$ cat config.mk
export PLATFORM = sky130hd
export DESIGN_NAME = ksmsc_ctrl
export DESIGN_NICKNAME = d
export VERILOG_FILES = /design/src/hw/rtl/ksmsc_pkg.sv /design/src/hw/rtl/ksmsc_ctrl.sv
export SDC_FILE = /design/constraint.sdc
export NUM_CORES = 1
export LEC_CHECK = 0
export ABC_AREA = 0
export ABC_CLOCK_PERIOD_IN_PS = 1100
export BUFFER_PORTS_ARGS = -buffer_cell sky130_fd_sc_hd__buf_2
export CORE_MARGIN = 3
export CORE_UTILIZATION = 42
export DETAILED_ROUTE_END_ITERATION = 7
export GPL_ROUTABILITY_DRIVEN = 0
export PLACE_DENSITY_LB_ADDON = 0.12
export SKIP_LAST_GASP = 1
export SLEW_MARGIN = 20
export SYNTH_ARGS = -nofsm -noshare
export SYNTH_HDL_FRONTEND = slang
export SYNTH_SLANG_ARGS = --single-unit
$ cat constraint.sdc
create_clock -name clock -period 1.1 [get_ports clock]
set_input_delay 0.055 -clock clock [delete_from_list [all_inputs] [get_ports clock]]
set_output_delay 0.055 -clock clock [all_outputs]
set_load 0.1 [all_outputs]
$ cat src/hw/rtl/ksmsc_pkg.sv
`default_nettype none

package ksmsc_pkg;

   localparam int KEY_W       = 14;
   localparam int COST_W      = 14;
   localparam int DIGIT_W     = 4;
   localparam int DIGITS      = 4;
   localparam int BCD_W       = DIGIT_W * DIGITS;
   localparam int STEP_W      = $clog2(DIGITS);
   localparam int LINK_W      = 5;
   localparam int RECIP_W     = 13;
   localparam int RECIP_SHIFT = 16;

   localparam logic [LINK_W-1:0]  LINK_INF  = 5'd31;
   localparam logic [RECIP_W-1:0] RECIP     = 13'd6554;
   localparam logic [DIGIT_W-1:0] DIAL      = 4'd10;
   localparam logic [DIGIT_W-1:0] DIAL_HALF = 4'd5;

   typedef struct packed {
      logic [KEY_W-1:0] key_value;
      logic             last_key;
   } req_type;

   typedef struct packed {
      logic [COST_W-1:0] total_cost;
      logic              overflow;
   } rsp_type;

   typedef struct packed {
      logic load;
      logic drop;
      logic conv_step;
      logic store;
      logic compute_begin;
      logic pass_begin;
      logic scan_issue;
      logic pass_finish;
      logic respond;
   } cmd_type;

   typedef struct packed {
      logic full;
      logic digit_done;
      logic last;
      logic scan_last;
      logic count_le1;
      logic passes_one;
   } sts_type;

endpackage

`default_nettype wire

$ cat src/hw/rtl/ksmsc_ctrl.sv
`default_nettype none

module ksmsc_ctrl (
   input  wire logic               clock,
   input  wire logic               reset,
   input  wire logic               start,
   input  wire logic               last_key,
   input  wire ksmsc_pkg::sts_type sts,
   output ksmsc_pkg::cmd_type      cmd,
   output logic                    busy,
   output logic                    rsp_valid
);

   import ksmsc_pkg::*;

   typedef enum logic [7:0] {
      ST_IDLE    = 8'b0000_0001,
      ST_CONVERT = 8'b0000_0010,
      ST_STORE   = 8'b0000_0100,
      ST_COMPUTE = 8'b0000_1000,
      ST_SCAN    = 8'b0001_0000,
      ST_DRAIN   = 8'b0010_0000,
      ST_FINISH  = 8'b0100_0000,
      ST_RESPOND = 8'b1000_0000
   } state_type;

   state_type state_ff;
   state_type state_in;

   always_comb begin
      cmd      = '0;
      state_in = state_ff;
      case (state_ff)
         ST_IDLE: begin
            if (start) begin
               cmd.load = 1'b1;
               if (sts.full) begin
                  cmd.drop = 1'b1;
                  state_in = last_key ? ST_COMPUTE : ST_IDLE;
               end else begin
                  state_in = ST_CONVERT;
               end
            end
         end
         ST_CONVERT: begin
            cmd.conv_step = 1'b1;
            if (sts.digit_done) begin
               state_in = ST_STORE;
            end
         end
         ST_STORE: begin
            cmd.store = 1'b1;
            state_in  = sts.last ? ST_COMPUTE : ST_IDLE;
         end
         ST_COMPUTE: begin
            cmd.compute_begin = 1'b1;
            cmd.pass_begin    = 1'b1;
            state_in          = sts.count_le1 ? ST_RESPOND : ST_SCAN;
         end
         ST_SCAN: begin
            cmd.scan_issue = 1'b1;
            if (sts.scan_last) begin
               state_in = ST_DRAIN;
            end
         end
         ST_DRAIN: begin
            state_in = ST_FINISH;
         end
         ST_FINISH: begin
            cmd.pass_finish = 1'b1;
            cmd.pass_begin  = 1'b1;
            state_in        = sts.passes_one ? ST_RESPOND : ST_SCAN;
         end
         ST_RESPOND: begin
            cmd.respond = 1'b1;
            state_in    = ST_IDLE;
         end
         default: begin
            state_in = ST_IDLE;
         end
      endcase
   end

   always_ff @(posedge clock) begin
      if (reset) begin
         state_ff <= ST_IDLE;
      end else begin
         state_ff <= state_in;
      end
   end

   assign busy      = (state_ff != ST_IDLE);
   assign rsp_valid = (state_ff == ST_RESPOND);

endmodule

`default_nettype wire

==> results of run 1 <==
[logic make-up after synthesis]
group,Yosys count
AND/OR/NAND/NOR,40
XOR/XNOR,2
flip-flops,8
AO/OA/AOI/OAI,13
buffers and inverters,10
[what timing repair did]
| action | 4_1_cts |
|---|---|
| gates cloned | 0 |
| setup endpoints to repair | 19 |
| resized for setup | 13 |
| setup buffers | 10 |
| pin swaps | 7 |
| endpoints found under the hold margin | 1 |
| hold buffers | 1 |
[stage by stage]
| stage | std cells | hold slack [ns] |
|---|---|---|
| 3_3_place_gp | 120 | 0.261 |
| 4_1_cts | 133 | 0.0277 |
| 3_5_place_dp | 120 | 0.266 |
| 2_1_floorplan | 73 | 0.117 |
==> out/results.ini, run 1 <==
[outcome]
status=aborted with a tool error
haltStage=5_1_grt
tool.error=[ERROR DPL-0038] Utilization greater than 100%, impossible to legalize

[place]
port_buffers=20
place_area_mm2=0.00109
dp_hpwl_um=1430
place_ws_ns=-0.298

[logic_synthesis]
synth_fa_ha_area_frac=0
synth-compound-area-share=0.183
ys_ff_latch=8
synth_area_um2=603
async_flop_share=0
yosysSeqAreaShare=0.266
synth-edff-count=0
yosysMostFrequentCell=nor2_1
synthXorXnorAreaFrac=0.0290
syn_inst=73
synth_cell_type_count=29
synth-main-ff-cell=dfxtp_1
synth_nets=83
synthMuxAreaShare=0
synth_simple_gate_area_frac=0.436
synth_top_family_by_area=simple AND/OR/NAND/NOR gates
synthTopCellsByCount=nor2_1 (12), dfxtp_1 (8), inv_1 (7)
netlist_top_cells_area=dfxtp_1 (27%), nor2_1 (7.5%), nor4b_2 (5.0%)
yosys.area.top_type=dfxtp_1
avgSynthCellArea_um2=8.26
yosysWarnings=0
synth_top_cell_area_share=0.266

[die]
die_h_um=43.9
num_io_pins=21
initial_core_util=0.458
die-width_um=43.9
num_rows=13

[clocking]
clock-root-buffer=clkbuf_4
cts.sinks=8
cts.htree.levels=1
cts_buffer_depth=2
cts_made_buffers=3

[timing]
crit_endpoint=cmd[7]
worstEndpointType=primary output

[grt]
grt_max_degree=7

==> run 2, diff against run 1 <==
--- a/config.mk
+++ b/config.mk
@@ -6,13 +6,13 @@
 export NUM_CORES = 1
 export LEC_CHECK = 0
 export ABC_AREA = 0
-export ABC_CLOCK_PERIOD_IN_PS = 1100
+export ABC_CLOCK_PERIOD_IN_PS = 1400
 export BUFFER_PORTS_ARGS = -buffer_cell sky130_fd_sc_hd__buf_2
-export CORE_MARGIN = 3
-export CORE_UTILIZATION = 42
+export CORE_AREA = 3 3 64 66
 export DETAILED_ROUTE_END_ITERATION = 7
+export DIE_AREA = 0 0 67 69
 export GPL_ROUTABILITY_DRIVEN = 0
-export PLACE_DENSITY_LB_ADDON = 0.12
+export PLACE_DENSITY_LB_ADDON = 0.15
 export SKIP_LAST_GASP = 1
 export SLEW_MARGIN = 20
 export SYNTH_ARGS = -nofsm -noshare
==> constraint.sdc (replaced) <==
create_clock -name clock -period 1.4 [get_ports clock]
set_input_delay 0.07 -clock clock [delete_from_list [all_inputs] [get_ports clock]]
set_output_delay 0.07 -clock clock [all_outputs]
set_load 0.1 [all_outputs]
==> out/results.ini, run 2 <==
[outcome]
status=finished with violations
violations=negative setup slack

[clocking]
cts.sinks=8  ; unchanged
cts.htree.levels=1  ; unchanged
cts_made_buffers=3  ; unchanged
ctsHoldBuffers=0  ; -1
tritoncts=built
clk_pin_slew_ns=0.04
cts_buffer_depth=2  ; unchanged
insertion_delay_ns=0.23
clock-root-buffer=clkbuf_8

[die]
num_rows=22  ; +9
initial_core_util=0.166  ; -0.292
die_h_um=69  ; +57%
core-area_mm2=0.00363
die-width_um=67  ; +53%
die_area_mm2=0.00462
num_io_pins=21  ; unchanged

[route]
post_drt_wl_per_cell_um=11.9
drt-vias-per-instance=4.21
drt_first_pass_iters=4
vias=737
routed_wl_um=2080
drtIter0Drc=15
drt.antenna.violating_nets=0
drc=0

[setup_path]
critical_path.max_stage_delay_ns=0.35
worstPathRequired_ns=1.33
crit_path_end_kind=output port
crit_start=state_ff[1]
path_common_cell=buf_4
path_class=flip-flop to output port
path_delay_family=buffers and inverters
crit_chain=buf_4, nor4b_4, nand3_1, buf_4, clkinvlp_4, buf_12
cpMaxStageDelayCell=dfxtp_4
path_buf_inv=4
crit_arrival_ns=1.58
rr_startpoint=state_ff[1]
startpoint_type=flip-flop
path_max_fanout=4

[final_layout]
final_common_cell=buf_4
final_area_mm2=0.00140
drive_gt1_frac=0.709
largest_register_ffs=8
antenna_cells=0
final_nets=139
regMostFlops=state_ff
reg.largest.list=state_ff: 8 flops
area_growth_pct=132
most-common-layout-cells=buf_4 (27), buf_12 (12), buf_2 (9)

[logic_synthesis]
ys_ff_latch=8  ; unchanged
yosys.area.top_type=dfxtp_1
synth_area_um2=603  ; unchanged
avgSynthCellArea_um2=8.26  ; unchanged
synth_cell_type_count=29  ; unchanged
yosysMostFrequentCell=nor2_1
synth-main-ff-cell=dfxtp_1
yosysSeqAreaShare=0.266  ; unchanged
synthTopCellsByCount=nor2_1 (12), dfxtp_1 (8), inv_1 (7)
synth-edff-count=0  ; unchanged
synth_top_cell_area_share=0.266  ; unchanged
netlist_top_cells_area=dfxtp_1 (27%), nor2_1 (7.5%), nor4b_2 (5.0%)
syn_inst=73  ; unchanged
yosysWarnings=0  ; unchanged
async_flop_share=0  ; unchanged
synth_nets=83  ; unchanged

[min_path]
min_from=reset
hp-class=input pin to flip-flop

[grt]
grt_pass1_wl_um=3610
grt-ovfl-total=0
grt_pass1_vias=805
grt_max_degree=8
grt_usage=0.101
antenna_found_initial=0

[timing]
setup_slack_ns=-0.245
slew_headroom=0.830
fin_crit_ns=1.65
finalCritPeriodShare=1.18
finalSetupViolCount=17
fin_skew_ns=0.000539
rsz0062_at_grt=true
max_freq_ghz=0.608
final-hold-violation-count=0
drv_slew=0
hold_ws_ns=0.0626
worst_slew_pin_slew_ns=0.253

[power]
powerDensity_mw_per_mm2=717
ir_drop_v=0.000320
leakagePower_nw=0.582
total_power_mw=1.00

[place]
port_buffers=20  ; unchanged
place_area_mm2=0.00111  ; +2.1%
dp_hpwl_um=1490  ; +4.4%

[run]
drv_cap=0

==> run 2: power breakdown <==
part	leakage, nW	internal (mW)	switching, mW
Combinational	0.492	0.223	0.259
Sequential	0.0687	0.232	0.0101
Clock	0.0216	0.186	0.0925
Total	0.582	0.642	0.362
==> run 2: layer usage <==
| metal | routed length [µm] | vias up | part of all wire | global-route usage |
|---|---|---|---|---|
| li1 | - | 368 | - | - |
| met5 | 0 | - | 0 | 0 |
| met1 | 893 | 344 | 0.43 | 0.126 |
| met2 | 1060 | 21 | 0.51 | 0.163 |
| met3 | 80 | 4 | 0.039 | 0.0195 |
| met4 | 45 | 0 | 0.022 | 0.0473 |
==> run 2: layout make-up <==
type / instances / area [µm²]
fillers: 399 / 2230
inverters: 7 / 32.5
clock buffers: 3 / 41.3
flip-flops and latches: 8 / 179
well taps: 48 / 60.1
multi-input cells: 55 / 531
repair buffers: 54 / 556
==> run 2: what timing repair did <==
| item | 4_1_cts | 5_1_grt |
|---|---|---|
| pin swaps | 10 | 9 |
| gates resized for setup | 16 | 6 |
| buffers inserted | 12 | 6 |
| setup endpoints to repair | 11 | 17 |
==> run 2: cells by family (layout without fill, tap and decap cells) <==
family,Yosys count,in the layout,synth area share
DFF,8,8,0.266
AOI/OAI and AO/OA,13,13,0.183
buffers and inverters,10,64,0.0871
and+or+nand+nor,40,40,0.436
xor gates and xnor gates,2,2,0.0291
==> run 2: final timing paths <==
| kind | to | slack [ns] | cells after the start |
|---|---|---|---|
| setup / recovery | cmd[2] | -0.25 | 6 |
| hold / removal | state_ff[4] | 0.06 | 2 |
| setup reg to reg | state_ff[0] | -0.14 | 8 |
| hold reg to reg | state_ff[6] | 0.54 | 2 |
==> run 2: stage by stage <==
stage	setup TNS [ns]	setup slack (ns)	util	std cells
5_1_grt	-3.52	-0.319	0.385	175
3_3_place_gp	-0.0265	-0.0265	0.306	154
4_1_cts	-1.81	-0.254	0.364	169
3_5_place_dp	-0.0115	-0.0115	0.306	154
2_1_floorplan	-3.04	-0.865	-	73
6_report	-2.26	-0.245	0.385	175
No activity file was read; power rests on OpenSTA's default activity.
